File: src/hw/rtl/dft2d_pkg.sv
package dft2d_pkg;

   // Fixed widths of the configuration registers and the working image size.
   localparam int DIM_W     = 7;
   localparam int CNT_W     = 2 * DIM_W;
   localparam int CSR_IDX_W = 2;

   localparam logic [CSR_IDX_W-1:0] CSR_NUM_ROWS = 2'd0;
   localparam logic [CSR_IDX_W-1:0] CSR_NUM_COLS = 2'd1;

   localparam logic CMD_LOAD  = 1'b0;
   localparam logic CMD_QUERY = 1'b1;

   localparam longint unsigned HALF_PI_Q30 = 64'd1686629713;

   // Operand selection for the shared divider.
   typedef enum logic [2:0] {
      DIV_UMOD,
      DIV_VMOD,
      DIV_ROW,
      DIV_COL,
      DIV_RE,
      DIV_IM
   } div_sel_type;

   typedef struct packed {
      logic        idle;
      logic        div_start;
      div_sel_type div_sel;
      logic        scan_init;
      logic        scan_en;
      logic        sq_a;
      logic        sq_b;
      logic        sq_sum;
      logic        root_step;
      logic        out_load;
   } dp_cmd_type;

   typedef struct packed {
      logic query_go;
      logic div_done;
      logic scan_last;
      logic pipe_empty;
      logic root_last;
      logic out_free;
   } dp_status_type;

   // Quarter-wave sine entry: Taylor series in Q30, rounded to tb fraction bits.
   function automatic longint unsigned sine_entry(input int unsigned r,
                                                  input int unsigned pb,
                                                  input int unsigned tb);
      longint unsigned x;
      longint unsigned x2;
      longint unsigned term;
      longint          sum;
      x    = (HALF_PI_Q30 * 64'(r)) >> (pb - 2);
      x2   = (x * x) >> 30;
      term = x;
      sum  = longint'(x);
      term = ((term * x2) >> 30) / 6;   sum = sum - longint'(term);
      term = ((term * x2) >> 30) / 20;  sum = sum + longint'(term);
      term = ((term * x2) >> 30) / 42;  sum = sum - longint'(term);
      term = ((term * x2) >> 30) / 72;  sum = sum + longint'(term);
      term = ((term * x2) >> 30) / 110; sum = sum - longint'(term);
      term = ((term * x2) >> 30) / 156; sum = sum + longint'(term);
      term = ((term * x2) >> 30) / 210; sum = sum - longint'(term);
      term = ((term * x2) >> 30) / 272; sum = sum + longint'(term);
      term = ((term * x2) >> 30) / 342; sum = sum - longint'(term);
      if (sum < 0) begin
         sum = 0;
      end
      return (longint'(sum) + (64'd1 << (29 - tb))) >> (30 - tb);
   endfunction

endpackage

File: src/hw/rtl/dft2d_ctrl.sv
module dft2d_ctrl (
   input  logic                      clock,
   input  logic                      reset,
   input  dft2d_pkg::dp_status_type  status,
   output dft2d_pkg::dp_cmd_type     cmd
);

   import dft2d_pkg::*;

   localparam logic [3:0] S_IDLE      = 4'd0;
   localparam logic [3:0] S_MOD_U     = 4'd1;
   localparam logic [3:0] S_MOD_V     = 4'd2;
   localparam logic [3:0] S_DIV_ROW   = 4'd3;
   localparam logic [3:0] S_DIV_COL   = 4'd4;
   localparam logic [3:0] S_SCAN_INIT = 4'd5;
   localparam logic [3:0] S_SCAN      = 4'd6;
   localparam logic [3:0] S_DRAIN     = 4'd7;
   localparam logic [3:0] S_DIV_RE    = 4'd8;
   localparam logic [3:0] S_DIV_IM    = 4'd9;
   localparam logic [3:0] S_SQ_A      = 4'd10;
   localparam logic [3:0] S_SQ_B      = 4'd11;
   localparam logic [3:0] S_SQ_SUM    = 4'd12;
   localparam logic [3:0] S_ROOT      = 4'd13;
   localparam logic [3:0] S_DONE      = 4'd14;

   logic [3:0] state_ff, state_in;
   logic       div_go_ff, div_go_in;
   logic       div_state_in;

   always_comb begin
      state_in = state_ff;
      unique case (state_ff)
         S_IDLE:      if (status.query_go) state_in = S_MOD_U;
         S_MOD_U:     if (status.div_done) state_in = S_MOD_V;
         S_MOD_V:     if (status.div_done) state_in = S_DIV_ROW;
         S_DIV_ROW:   if (status.div_done) state_in = S_DIV_COL;
         S_DIV_COL:   if (status.div_done) state_in = S_SCAN_INIT;
         S_SCAN_INIT: state_in = S_SCAN;
         S_SCAN:      if (status.scan_last) state_in = S_DRAIN;
         S_DRAIN:     if (status.pipe_empty) state_in = S_DIV_RE;
         S_DIV_RE:    if (status.div_done) state_in = S_DIV_IM;
         S_DIV_IM:    if (status.div_done) state_in = S_SQ_A;
         S_SQ_A:      state_in = S_SQ_B;
         S_SQ_B:      state_in = S_SQ_SUM;
         S_SQ_SUM:    state_in = S_ROOT;
         S_ROOT:      if (status.root_last) state_in = S_DONE;
         S_DONE:      if (status.out_free) state_in = S_IDLE;
         default:     state_in = S_IDLE;
      endcase
      div_state_in = state_in == S_MOD_U || state_in == S_MOD_V ||
                     state_in == S_DIV_ROW || state_in == S_DIV_COL ||
                     state_in == S_DIV_RE || state_in == S_DIV_IM;
      div_go_in = div_state_in && state_in != state_ff;
   end

   always_ff @(posedge clock) begin
      if (reset) begin
         state_ff  <= S_IDLE;
         div_go_ff <= 1'b0;
      end else begin
         state_ff  <= state_in;
         div_go_ff <= div_go_in;
      end
   end

   always_comb begin
      unique case (state_ff)
         S_MOD_U:   cmd.div_sel = DIV_UMOD;
         S_MOD_V:   cmd.div_sel = DIV_VMOD;
         S_DIV_ROW: cmd.div_sel = DIV_ROW;
         S_DIV_COL: cmd.div_sel = DIV_COL;
         S_DIV_RE:  cmd.div_sel = DIV_RE;
         default:   cmd.div_sel = DIV_IM;
      endcase
      cmd.idle      = state_ff == S_IDLE;
      cmd.div_start = div_go_ff;
      cmd.scan_init = state_ff == S_SCAN_INIT;
      cmd.scan_en   = state_ff == S_SCAN;
      cmd.sq_a      = state_ff == S_SQ_A;
      cmd.sq_b      = state_ff == S_SQ_B;
      cmd.sq_sum    = state_ff == S_SQ_SUM;
      cmd.root_step = state_ff == S_ROOT;
      cmd.out_load  = state_ff == S_DONE && status.out_free;
   end

endmodule

File: config.mk
export PLATFORM = sky130hd
export DESIGN_NAME = dft2d_ctrl
export DESIGN_NICKNAME = d
export VERILOG_FILES = /design/src/hw/rtl/dft2d_pkg.sv /design/src/hw/rtl/dft2d_ctrl.sv
export SDC_FILE = /design/constraint.sdc
export NUM_CORES = 1
export LEC_CHECK = 0
export BUFFER_PORTS_ARGS = -buffer_cell sky130_fd_sc_hd__buf_2
export CAP_MARGIN = 5
export CORE_MARGIN = 3
export CORE_UTILIZATION = 30
export CTS_BUF_LIST = sky130_fd_sc_hd__clkbuf_8
export CTS_CLUSTER_SIZE = 24
export DETAILED_ROUTE_END_ITERATION = 8
export HOLD_SLACK_MARGIN = 0.08
export SLEW_MARGIN = 30
export SYNTH_ARGS = -nofsm -noshare
export SYNTH_HDL_FRONTEND = slang
export SYNTH_SLANG_ARGS = --single-unit
export TNS_END_PERCENT = 5
File: constraint.sdc
create_clock -name clock -period 4.25 [get_ports clock]
set_clock_uncertainty 0.2 [all_clocks]
set_input_delay 0.6375 -clock clock [delete_from_list [all_inputs] [get_ports clock]]
set_output_delay 0.6375 -clock clock [all_outputs]
set_load 0.02 [all_outputs]
==> metrics list, run 1 <==
* Number of global-route vias before repair: 524
- Post-layout utilization of the core: 38.0%
- Cells with a size suffix above 1 make up 43.3% of the layout.
- Critical path cell sequence: nor2_1 -> a22oi_1 -> nor2_1 -> buf_2
* Combinational family with the most area after synthesis: simple AND/OR/NAND/NOR gates
- Setup violations remaining at the end of the flow were counted as 0.
- Time the final worst path needs with I/O delays and setup: 2580 ps
* Die Ht: 52.6 um
- The worst path meets setup with 1670 ps of slack.
- Setup slack of the worst register-to-register path: 1690 ps
* Count of standard-cell rows: 16
* Crit path max-delay cell type: dfxtp_1
- Setup repair after global routing left no endpoint under its margin.
* Post-route design area: 761 um^2
- In the layout the commonest cells are buf_2, nor2_1, dfxtp_1.
- The number of hold buffers added after CTS was 0.
- The completed layout was analyzed and its total power is 0.208 mW.
- Per-instance average area after synthesis: 8.67 um^2
* Largest stage delay on the critical path: 830 ps
* Kind of critical path: reg -> out
- The tool flagged a number of max-cap violations equal to 0.
- Summing every instance area after synthesis gives 651 um^2.
- The first TritonRoute pass finished after 4 iterations.
- Number of buffers added on ports: 19
- Of the post-synthesis cell area, the dominant cell type holds 15.4%.
* Via density per instance: 4.94
* Post-synthesis sequential element count: 5
- Complex-gate fraction of the synthesized area: 28.3%
- Maximum frequency from static timing analysis: 0.387 GHz
* Most repeated library cell on the critical path: nor2_1
- The congestion estimate from routability-driven global placement came to 0.680.
- Arrival time at the worst endpoint: 1750 ps
- Summed negative setup slack over all endpoints: 0 ps
- Post-cts resize count: 0
- In this run the number of H-tree levels came out at 1.
- For this run, the post-layout net count is 99.
- Cell count after synthesis: 75
- Portion of the post-synthesis area used by sequential elements: 15.4%
* TritonCTS clock tree: yes
- The finished layout holds 117 standard cells, fillers aside.
- Detailed routing inserted a total of 578 vias.
- The number of placed instances, taps included, is 113.
* Area overhead of the layout relative to synthesis: 16.9%
- The synthesized netlist contains 46 unique library cells.
- Detailed-placement wirelength estimate: 991 um
- In this run the worst hold path is classified as in -> reg.
* Starting utilization of the core area: 32.5%
- By area the synthesized netlist is led by dfxtp_1, nor2_1, buf_6.
* Total of warnings raised by yosys: 0
- Number of top-level pins: 20
- Maximum VDD drop: 0.000151 V
* EDFF count, synth: 0
- The region available for standard cell placement spans 0.00200 mm^2.
* Static Leak: 0.310 nW
* Result of the run: completed
- Across every metal layer, demand over resource in global routing totals 11.3%.
* Number of antenna violations at the first check in global routing: 0
- Area after detailed placement: 716 um^2
- CP startpoint kind: flip-flop
- Clock-pin slew was measured on the worst setup and hold paths at 30 ps.
* Kind of end point of the critical path: primary output
* Portion of netlist area occupied by mux cells: 1.54%
* XOR/XNOR Fraction of Synth Area: 6.92%
- For this design, the sink count on the clock tree is 5.
* Area of the die: 0.00276 mm^2
* Wire length of the first global-routing pass: 2280 um
- The number of antenna diodes in the final layout is 0.
* Post-synth top area cell: dfxtp_1
- Among all flip-flop cells after synthesis, the most frequent one is dfxtp_1.
* Clk_lat worst skew: 220 ps
- In the routed design, unresolved DRC markers number 0.
- After global routing the overflow that remains totals 0.
- In the finished design, the share of the clock period the worst path needs comes to 60.8%.
- Proportion of synthesized flip-flops having asynchronous set or reset: 0%
* Wire length per cell after detailed routing: 11.6 um
* First DRT Iteration DRCs: 5
- At the pin with the least slew margin, the transition time is 795 ps.
- Summing the areas of all and, or, nand and nor instances in the mapped netlist gives 38.1% of the synthesized area.
- The number of nets in the synthesized netlist is 83.
* Hold_ws: 439 ps
- Summed over all layers, the routed wires come to 1360 um.
- The library cell used most frequently in the layout, excluding fill and tap cells, is buf_2.
- Biggest fanout along the worst timing path: 20
- Setup Fix Bufs, Post-CTS: 0
- The worst pin sits at a relative slew slack of 46.9%.
- The final hold violation count came to 0.
- The final number of max-transition violations was 0.
- TritonCTS buffer count: 3
- Die X: 52.6 um
* Power density cells: 274 mW/mm^2
- OpenSTA, run right after detailed placement, puts the worst setup slack at 1660 ps.
- Number of fill cells in the layout: 220
* Root buf cell: clkbuf_8
* Number of nets with antenna violations after routing: 0
- Adder-cell share of the synthesized area: 0%
- Clock tree buffer depth: 2
- Data on the critical path is required at its endpoint by 3410 ps.
- Maximum number of pins on one net before global-route repair: 22
state kept, by name, summed over array words and instances (netlist names):
name and cells:
div_go_ff 1, state_ff 4
worst max-delay path, delay by kind of cell, from the launching register on:
kind / cells / cell delay [ps]
compound gates: 1 / 230
buf+inv: 1 / 180
flops: 1 / 830
simple gates: 2 / 280
cell families (layout without fill, tap and decap cells):
| group | count (synthesis) | after routing |
|---|---|---|
| XOR/XNOR | 3 | 3 |
| AND/OR/NAND/NOR | 39 | 39 |
| multiplexers | 1 | 1 |
| AO/OA/AOI/OAI | 19 | 19 |
| flip-flops | 5 | 5 |
| buffers and inverters | 8 | 23 |
power breakdown:
group	switching, mW	internal (mW)
clock network	0.0236	0.0619
logic	0.0300	0.0311
registers	0.0111	0.0506
routing by layer:
layer | routed length, um | GRT usage, %
met4 | 52 | 10.2
met1 | 597 | 13.7
met5 | 0 | 0
met2 | 653 | 16.7
met3 | 53 | 1.71
cell type report:
type                       instances  area (um^2)  share of cell area [%]
clock buffer                       3         41.3                    5.43
clock inverter                     1         3.75                   0.493
multi-input combinational         62          487                    64.0
sequential                         5          100                    13.2
tap                               27         33.8                    4.44
timing repair buffer              19         95.1                    12.5
final timing paths:
| path | from | to | cells past startpoint |
|---|---|---|---|
| max | state_ff[1]$_SDFF_PP0_ | cmd[8] | 4 |
| min | reset | state_ff[0]$_SDFF_PP0_ | 2 |
| max reg2reg | state_ff[1]$_SDFF_PP0_ | div_go_ff$_SDFF_PP0_ | 6 |
| min reg2reg | state_ff[3]$_SDFF_PP0_ | state_ff[3]$_SDFF_PP0_ | 2 |
synth_stat cells (2+ instances only):
library cell	count
dfxtp_1	5
nor3b_1	3
buf_4	2
nor2_1	9
nand2_1	4
nor2b_1	2
buf_6	3
o21ai_0	3
buf_2	3
and2_2	2
a21oi_1	4
Power figures use the tool's default switching activity.
==> run 2: changes to the inputs <==
--- a/config.mk
+++ b/config.mk
@@ -5,6 +5,7 @@
 export SDC_FILE = /design/constraint.sdc
 export NUM_CORES = 1
 export LEC_CHECK = 0
+export ABC_AREA = 1
 export BUFFER_PORTS_ARGS = -buffer_cell sky130_fd_sc_hd__buf_2
 export CAP_MARGIN = 5
 export CORE_MARGIN = 3
==> constraint.sdc (replaced) <==
create_clock -name clock -period 2.6 [get_ports clock]
set_clock_uncertainty 0.2 [all_clocks]
set_input_delay 0.39 -clock clock [delete_from_list [all_inputs] [get_ports clock]]
set_output_delay 0.39 -clock clock [all_outputs]
set_load 0.02 [all_outputs]
==> run 2 against run 1 <==
  * Wire length up 8.6%
  * Via count rose by 27%
  * Synthesized area fell by 15%
  * Flip-flop and latch count did not move
  * Combinational power rose by 80%
  * Power up 62%
  * Die area is 13% lower
  * Final cell count increased by 35%
  * Cell area is 5.9% lower
  * Non-clock buffer count stayed put
  * Register-to-register slack got worse by 860 ps
  * Largest power group unchanged
  * Clock power is 61% higher
==> metrics list, run 2 <==
* Result of the run: completed
- Die Ht: 48.9 um (-6.9%)
* Via density per instance: 4.66 (-5.7%)
- Largest cells by area after synthesis: nand2_1, dfxtp_1, nor2_1
- Synth unique cells: 14 (-70%)
- Portion of the post-synthesis area used by sequential elements: 18.1% (+2.7 points)
- Critical path cell sequence: nor2_1 -> inv_1 -> o21ai_0 -> o21ai_0 -> inv_1 -> o21ai_0 -> buf_2
- The most numerous cell type found on the critical path is o21ai_0.
* Total of warnings raised by yosys: 0 (unchanged)
* Post-synth top area cell: nand2_1
* Number of global-route vias before repair: 632 (+21%)
* Most frequent cell after synthesis: nand2_1
* Uppermost routed layer: met4
- The number of buffers added for setup after CTS is 0 (unchanged).
- Post-synthesis sequential element count: 5 (unchanged)
* # diodes: 0 (unchanged)
* Proportion of synthesized flip-flops having asynchronous set or reset: 0% (unchanged)
* Crit path max-delay cell type: dfxtp_1
- Worst hold path class: in -> reg
- The number of nets in the final layout is 143 (+44%).
* First DRT Iteration DRCs: 25 (+20)
- In this run the clock root is driven by a clkbuf_8.
- The final routed wirelength across all metal layers came to 1470 um (+8.6%).
* Clock tree sinks: 5 (unchanged)
* Maximum frequency from static timing analysis: 0.469 GHz
* Slew at the pin closest to its max-slew limit: 360 ps (-435 ps)
- Maximum VDD drop: 0.000280 V (+86%)
* Clock input transition at the sequential cells of the worst setup and hold paths: 40 ps (about the same)
- Clock tree buffer depth: 2 (unchanged)
- The area of the placeable core was 0.00161 mm^2 (-19%).
- The top-area cell type share of the netlist area was 22.4% (+7.0 points).
* Cell types with the highest counts after synthesis: nand2_1, nor2_1, inv_1
* Total routing resource utilization after global routing: 13.4% (+2.1 points)
- TritonCTS clock tree: yes
* Final worst-path cycle share: 81.9%
* Arrival time at the worst endpoint: 1540 ps (-210 ps)
* Static Leak: 0.477 nW (+54%)
* Post-CTS Hold Fix Bufs: 0 (unchanged)
- Final setup vio count: 0 (unchanged)
- CP startpoint kind: flip-flop
- The setup path with the least slack is of type reg -> out.
* Count of standard-cell rows: 14 (-2)
- Wire length per cell after detailed routing: 9.32 um (-20%)
- Number of fill cells in the layout: 206 (-6.4%)
- The total via count after detailed routing came to 736 (+27%).
- The final setup TNS is 0 ps (unchanged).
- The worst setup path is captured at a primary output.
- Share of layout cells above drive strength 1: 22.4% (-21 points)
- The maximum level of the CTS H-tree was 1 (unchanged).
- The number of max-cap violations is 0 (unchanged).
- Number of buffers added on ports: 19 (unchanged)
* Final-report hold violation count: 0 (unchanged)
* Detailed-placement wirelength estimate: 1230 um (+24%)
- The number of antenna violations at the first check in global routing came to 0 (unchanged).
* Power density cells: 473 mW/mm^2 (+73%)
- The starting density of the core is 34.3% (+1.8 points).
* Top library cells by usage in the layout, fill and taps aside: nand2_1, inv_1, nor2_1
- Post-Syn Nets: 120 (+45%)
* Maximum number of pins on one net before global-route repair: 8 (-64%)
* Routed metal-1 wire length: 639 um (+7.0%)
* Last weighted congestion value of the routability-driven placer: 0.900 (+32%)
- The remaining routing DRC violations was 0 (unchanged).
- The worst hold slack after final layout was 178 ps (-260 ps).
- For this run, the leading register cell type out of synthesis is dfxtp_1.
* Critical path data required time: 2010 ps (-1400 ps)
- Area overhead of the layout relative to synthesis: 29.4%
- Number of nets with antenna violations after routing: 0 (unchanged)
- The number of top-level pins came to 20 (unchanged).
* Largest stage delay on the critical path: 360 ps (-470 ps)
- Leaving out fill and tap cells, the most frequent cell in the layout is nand2_1.
- The number of search-and-repair iterations in the first detailed-routing pass came to 4 (unchanged).
* Per-instance average area after synthesis: 4.94 um^2 (-43%)
* Count of pins over their slew limit: 0 (unchanged)
- Cell area after synthesis: 553 um^2 (-15%)
* Flip-flop count of the largest register, all copies and words added: 4 (unchanged)
- The synthesized instance count was 112 (+49%).
* Wire length of the first global-routing pass: 2530 um (+11%)
- Time the final worst path needs with I/O delays and setup: 2130 ps
* Post-cts resize count: 0 (unchanged)
- The number of clock buffers inserted by TritonCTS came to 3 (unchanged).
* Biggest fanout along the worst timing path: 7 (-65%)
- The routed length on met3 came to 147 um (+180%).
- Register with the most flip-flops: state_ff
- Overflow left after global routing: 0 (unchanged)
* Area of the die: 0.00239 mm^2 (-13%)
- Worst rel slew slack: 75.9% (+29 points)
- EDFF count, synth: 0 (unchanged)
- Setup repair after global routing missed its margin: false
* Die X: 48.9 um (-6.9%)
* Met2 wirelength from detailed routing: 670 um (+2.6%)
* Clk_lat worst skew: 220 ps (about the same)
* Registers with the most flip-flops: state_ff: 4 flops, div_go_ff: 1 flops
run 2: cell count changes in the layout (fill, tap and decap cells not counted), sizes merged, moves of 13 or more:
| cell | before | now |
|---|---|---|
| nor2 | 9 | 24 |
| nand3 | 1 | 14 |
| inv | 1 | 24 |
| nand2 | 4 | 34 |
run 2: area by class of cell:
type	instances	area, um^2	area share, %
repair buffers	19	95.1	13.3
flip-flops and latches	5	100	14.0
well taps	24	30.0	4.20
multi-input cells	83	359	50.2
clock inverters	1	3.75	0.524
inverters	23	86.3	12.1
clock buffers	3	41.3	5.77
run 2: through the flow:
stage                     area, um^2  total power [mW]  utilization, %  instances  setup WS [ps]
after floorplan                  553             0.174               -        112            840
after global placement           671             0.200            41.6        154            772
after detailed placement         671             0.201            41.6        154            721
after CTS                        716             0.342            44.4        158            485
after global routing             716             0.366            44.4        158            396
final                            716             0.338            44.4        158            469
run 2: worst paths after layout:
| path | from | to | slack [ps] | cells past startpoint |
|---|---|---|---|---|
| setup / recovery | state_ff[1]$_SDFF_PP0_ | cmd[9] | 470 | 7 |
| hold / removal | reset | state_ff[3]$_SDFF_PP0_ | 180 | 2 |
| setup reg to reg | state_ff[3]$_SDFF_PP0_ | div_go_ff$_SDFF_PP0_ | 830 | 11 |
| hold reg to reg | state_ff[1]$_SDFF_PP0_ | div_go_ff$_SDFF_PP0_ | 470 | 3 |
run 2: logic make-up after synthesis:
group	Yosys count	synth area share [%]
and+or+nand+nor	75	57.7
buffers and inverters	24	17.0
AOI/OAI and AO/OA	8	7.24
DFF	5	18.1
run 2: metal layers:
| metal | track usage, % | vias to the layer above |
|---|---|---|
| li1 | - | 382 |
| met2 | 21.3 | 32 |
| met4 | 4.27 | 0 |
| met3 | 3.98 | 2 |
| met5 | 0 | - |
| met1 | 17.2 | 320 |
run 2: critical path: cells and delay by family, from the launching register on:
kind | cells | cell delay [ps]
AO/OA/AOI/OAI | 3 | 330
buffers and inverters | 3 | 370
flip-flops | 1 | 360
AND/OR/NAND/NOR | 1 | 270
run 2: report_power, final:
| group | switching [mW] | internal (mW) |
|---|---|---|
| sequential | 0.00650 | 0.0838 |
| clock | 0.0372 | 0.101 |
| combinational | 0.0719 | 0.0376 |
==> run 3: changes to the inputs <==
==> constraint.sdc (replaced) <==
create_clock -name clock -period 2.2 [get_ports clock]
set_clock_uncertainty 0.2 [all_clocks]
set_input_delay 0.33 -clock clock [delete_from_list [all_inputs] [get_ports clock]]
set_output_delay 0.33 -clock clock [all_outputs]
set_load 0.02 [all_outputs]
==> run 3 against run 2 <==
  * Combinational power rose by 18%
  * First-iteration DRC count fell by 16%
  * Via count fell by 4.8%
  * Final cell count did not move
==> metrics list, run 3 (synthesized netlist as in run 2, its figures left out) <==
- Result of the run: completed
- Wire length per cell after detailed routing: 9.01 um (-3.3%)
* First DRT Iteration DRCs: 21 (-16%)
* # diodes: 0 (unchanged)
* Placed insts: 154 (unchanged)
- In the final layout, the registers with the most flip-flops are state_ff: 4 flops, div_go_ff: 1 flops.
- In the layout the commonest cells are nand2_1, inv_1, nor2_1.
- Final Routed Wirelength: 1420 um (-3.3%)
- The count of input and output buffers is 19 (unchanged).
- The library cell used most frequently in the layout, excluding fill and tap cells, is nand2_1.
* Root buf cell: clkbuf_8
- The smallest setup slack after layout came to 182 ps (-288 ps).
- The pin count of the biggest net entering global routing was 8 (unchanged).
* DP Worst Slack: 375 ps (-346 ps)
- The worst hold slack after final layout is 115 ps (-63.1 ps).
* Number of antenna violations at the first check in global routing: 0 (unchanged)
- Maximum frequency from static timing analysis: 0.496 GHz
- The number of rows in the core area is 14 (unchanged).
- The number of buffers added for setup after CTS was 0 (unchanged).
- Arrival time at the worst endpoint: 1490 ps (-50 ps)
- The area used by multi-input combinational logic was 362 um^2 (+0.70%).
- CP startpoint kind: flip-flop
- Area after detailed placement: 671 um^2 (unchanged)
- The maximum level of the CTS H-tree is 1 (unchanged).
- Detailed-placement wirelength estimate: 1170 um (-5.3%)
* TritonCTS buffer count: 3 (unchanged)
- Core Box Area: 0.00161 mm^2 (unchanged)
- The number of fill cells was 203 (-1.5%).
- Flip-flop count of the largest register, all copies and words added: 4 (unchanged)
* Total routing resource utilization after global routing: 12.6% (-0.76 points)
- Clock tree sinks: 5 (unchanged)
* Via density per instance: 4.44 (-4.8%)
* Most repeated library cell on the critical path: o21ai_0
- The remaining routing DRC violations came to 0 (unchanged).
- The via count of the first global-routing pass is 614 (-2.8%).
- The total global routing overflow is 0 (unchanged).
* Largest stage delay on the critical path: 330 ps (-30 ps)
* Post-CTS Hold Fix Bufs: 0 (unchanged)
* Wire length of the first global-routing pass: 2480 um (-2.2%)
- The number of nets in the final layout is 143 (unchanged).
- The die span in y is 48.9 um (unchanged).
- The final hold violation count is 0 (unchanged).
* Crit path max-delay cell type: dfxtp_1
* Count of pins over their slew limit: 0 (unchanged)
* Time the final worst path needs with I/O delays and setup: 2020 ps
* Maximum VDD drop: 0.000466 V (+66%)
- Critical path data required time: 1670 ps (-340 ps)
* Area of the die: 0.00239 mm^2 (unchanged)
* Reported max-cap violation count: 0 (unchanged)
- The final standard cell area without fillers is 718 um^2 (+0.35%).
- By startpoint and endpoint, the worst setup path is classified as reg -> out.
- Vias: 701 (-4.8%)
- Critical path cell sequence: nor2_1 -> inv_1 -> o21ai_0 -> o21ai_0 -> inv_1 -> o21ai_0 -> buf_2
- In this run the worst hold path is classified as in -> reg.
- Flip-flop and latch area: 100 um^2 (unchanged)
- The worst reg2reg path depth is 11 (unchanged).
- Final setup vio count: 0 (unchanged)
* Kind of end point of the critical path: primary output
- The final setup TNS came to 0 ps (unchanged).
* Register with the most flip-flops: state_ff
- Power density cells: 558 mW/mm^2 (+18%)
- Die X: 48.9 um (unchanged)
* Biggest fanout along the worst timing path: 5 (-2)
- Clk_lat worst skew: 220 ps (about the same)
* Last weighted congestion value of the routability-driven placer: 0.899 (about the same)
- Router iterations before antenna repair: 4 (unchanged)
- The worst-case register-to-register setup slack came to 470 ps (-360 ps).
- The actual transition at the worst max-transition pin is 373 ps (+12.8 ps).
* Number of top-level pins: 20 (unchanged)
- Number of nets with antenna violations after routing: 0 (unchanged)
- The starting density of the core came to 34.3% (unchanged).
- TritonCTS clock tree: yes
- Share of layout cells above drive strength 1: 23.1% (+0.75 points)
* Setup repair after global routing missed its margin: false
* Clock input transition at the sequential cells of the worst setup and hold paths: 30 ps (about the same)
- WHS Path Cells: 2 (unchanged)
* Clock tree buffer depth: 2 (unchanged)
- Area overhead of the layout relative to synthesis: 29.9%
- In the finished design, the share of the clock period the worst path needs comes to 91.7%.
- Fin cells: 158 (unchanged)
- The number of gates given a new drive strength after cts came to 0 (unchanged).
- The relative slew slack was 75.1% (-0.86 points).
- Static Leak: 0.478 nW (about the same)
## run 3: cell types whose count changed in the layout (fill, tap and decap cells not counted)
| cell | delta |
|---|---|
| nor2_2 | +1 |
| nor2_1 | -1 |
## run 3: worst max-delay path: cells and delay by family, from the launching register on
family                 cells  cell delay (ps)
buffers and inverters      3              370
AO/OA/AOI/OAI              3              260
flip-flops                 1              330
AND/OR/NAND/NOR            1              310
## run 3: per-layer routing
| metal | GRT usage (%) | routed length [um] | vias up |
|---|---|---|---|
| li1 | - | - | 384 |
| met1 | 17.1 | 716 | 294 |
| met2 | 20.1 | 624 | 23 |
| met3 | 3.98 | 83 | 0 |
| met4 | 1.42 | 0 | 0 |
| met5 | 0 | 0 | - |
## run 3: path summary, 6_finish.rpt
| check | startpoint | to |
|---|---|---|
| setup reg to reg | state_ff[3]$_SDFF_PP0_ | div_go_ff$_SDFF_PP0_ |
| setup / recovery | state_ff[2]$_SDFF_PP0_ | cmd[9] |
| hold reg to reg | state_ff[1]$_SDFF_PP0_ | div_go_ff$_SDFF_PP0_ |
| hold / removal | reset | state_ff[3]$_SDFF_PP0_ |
## run 3: cell type report
cell class / instances / share of cell area (%)
clock buffer: 3 / 5.75
clock inverter: 1 / 0.523
inverter: 23 / 12.0
multi-input combinational: 83 / 50.3
sequential: 5 / 13.9
tap: 24 / 4.18
timing repair buffer: 19 / 13.2
## run 3: metrics by stage
| step | power (mW) | utilization [%] |
|---|---|---|
| after floorplan | 0.205 | - |
| after global placement | 0.236 | 41.6 |
| after detailed placement | 0.237 | 41.6 |
| after CTS | 0.406 | 44.4 |
| after global routing | 0.433 | 44.6 |
| final | 0.401 | 44.6 |
## run 3: power breakdown
group | internal [mW] | switching, mW
sequential | 0.0991 | 0.00836
combinational | 0.0450 | 0.0848
clock | 0.120 | 0.0442
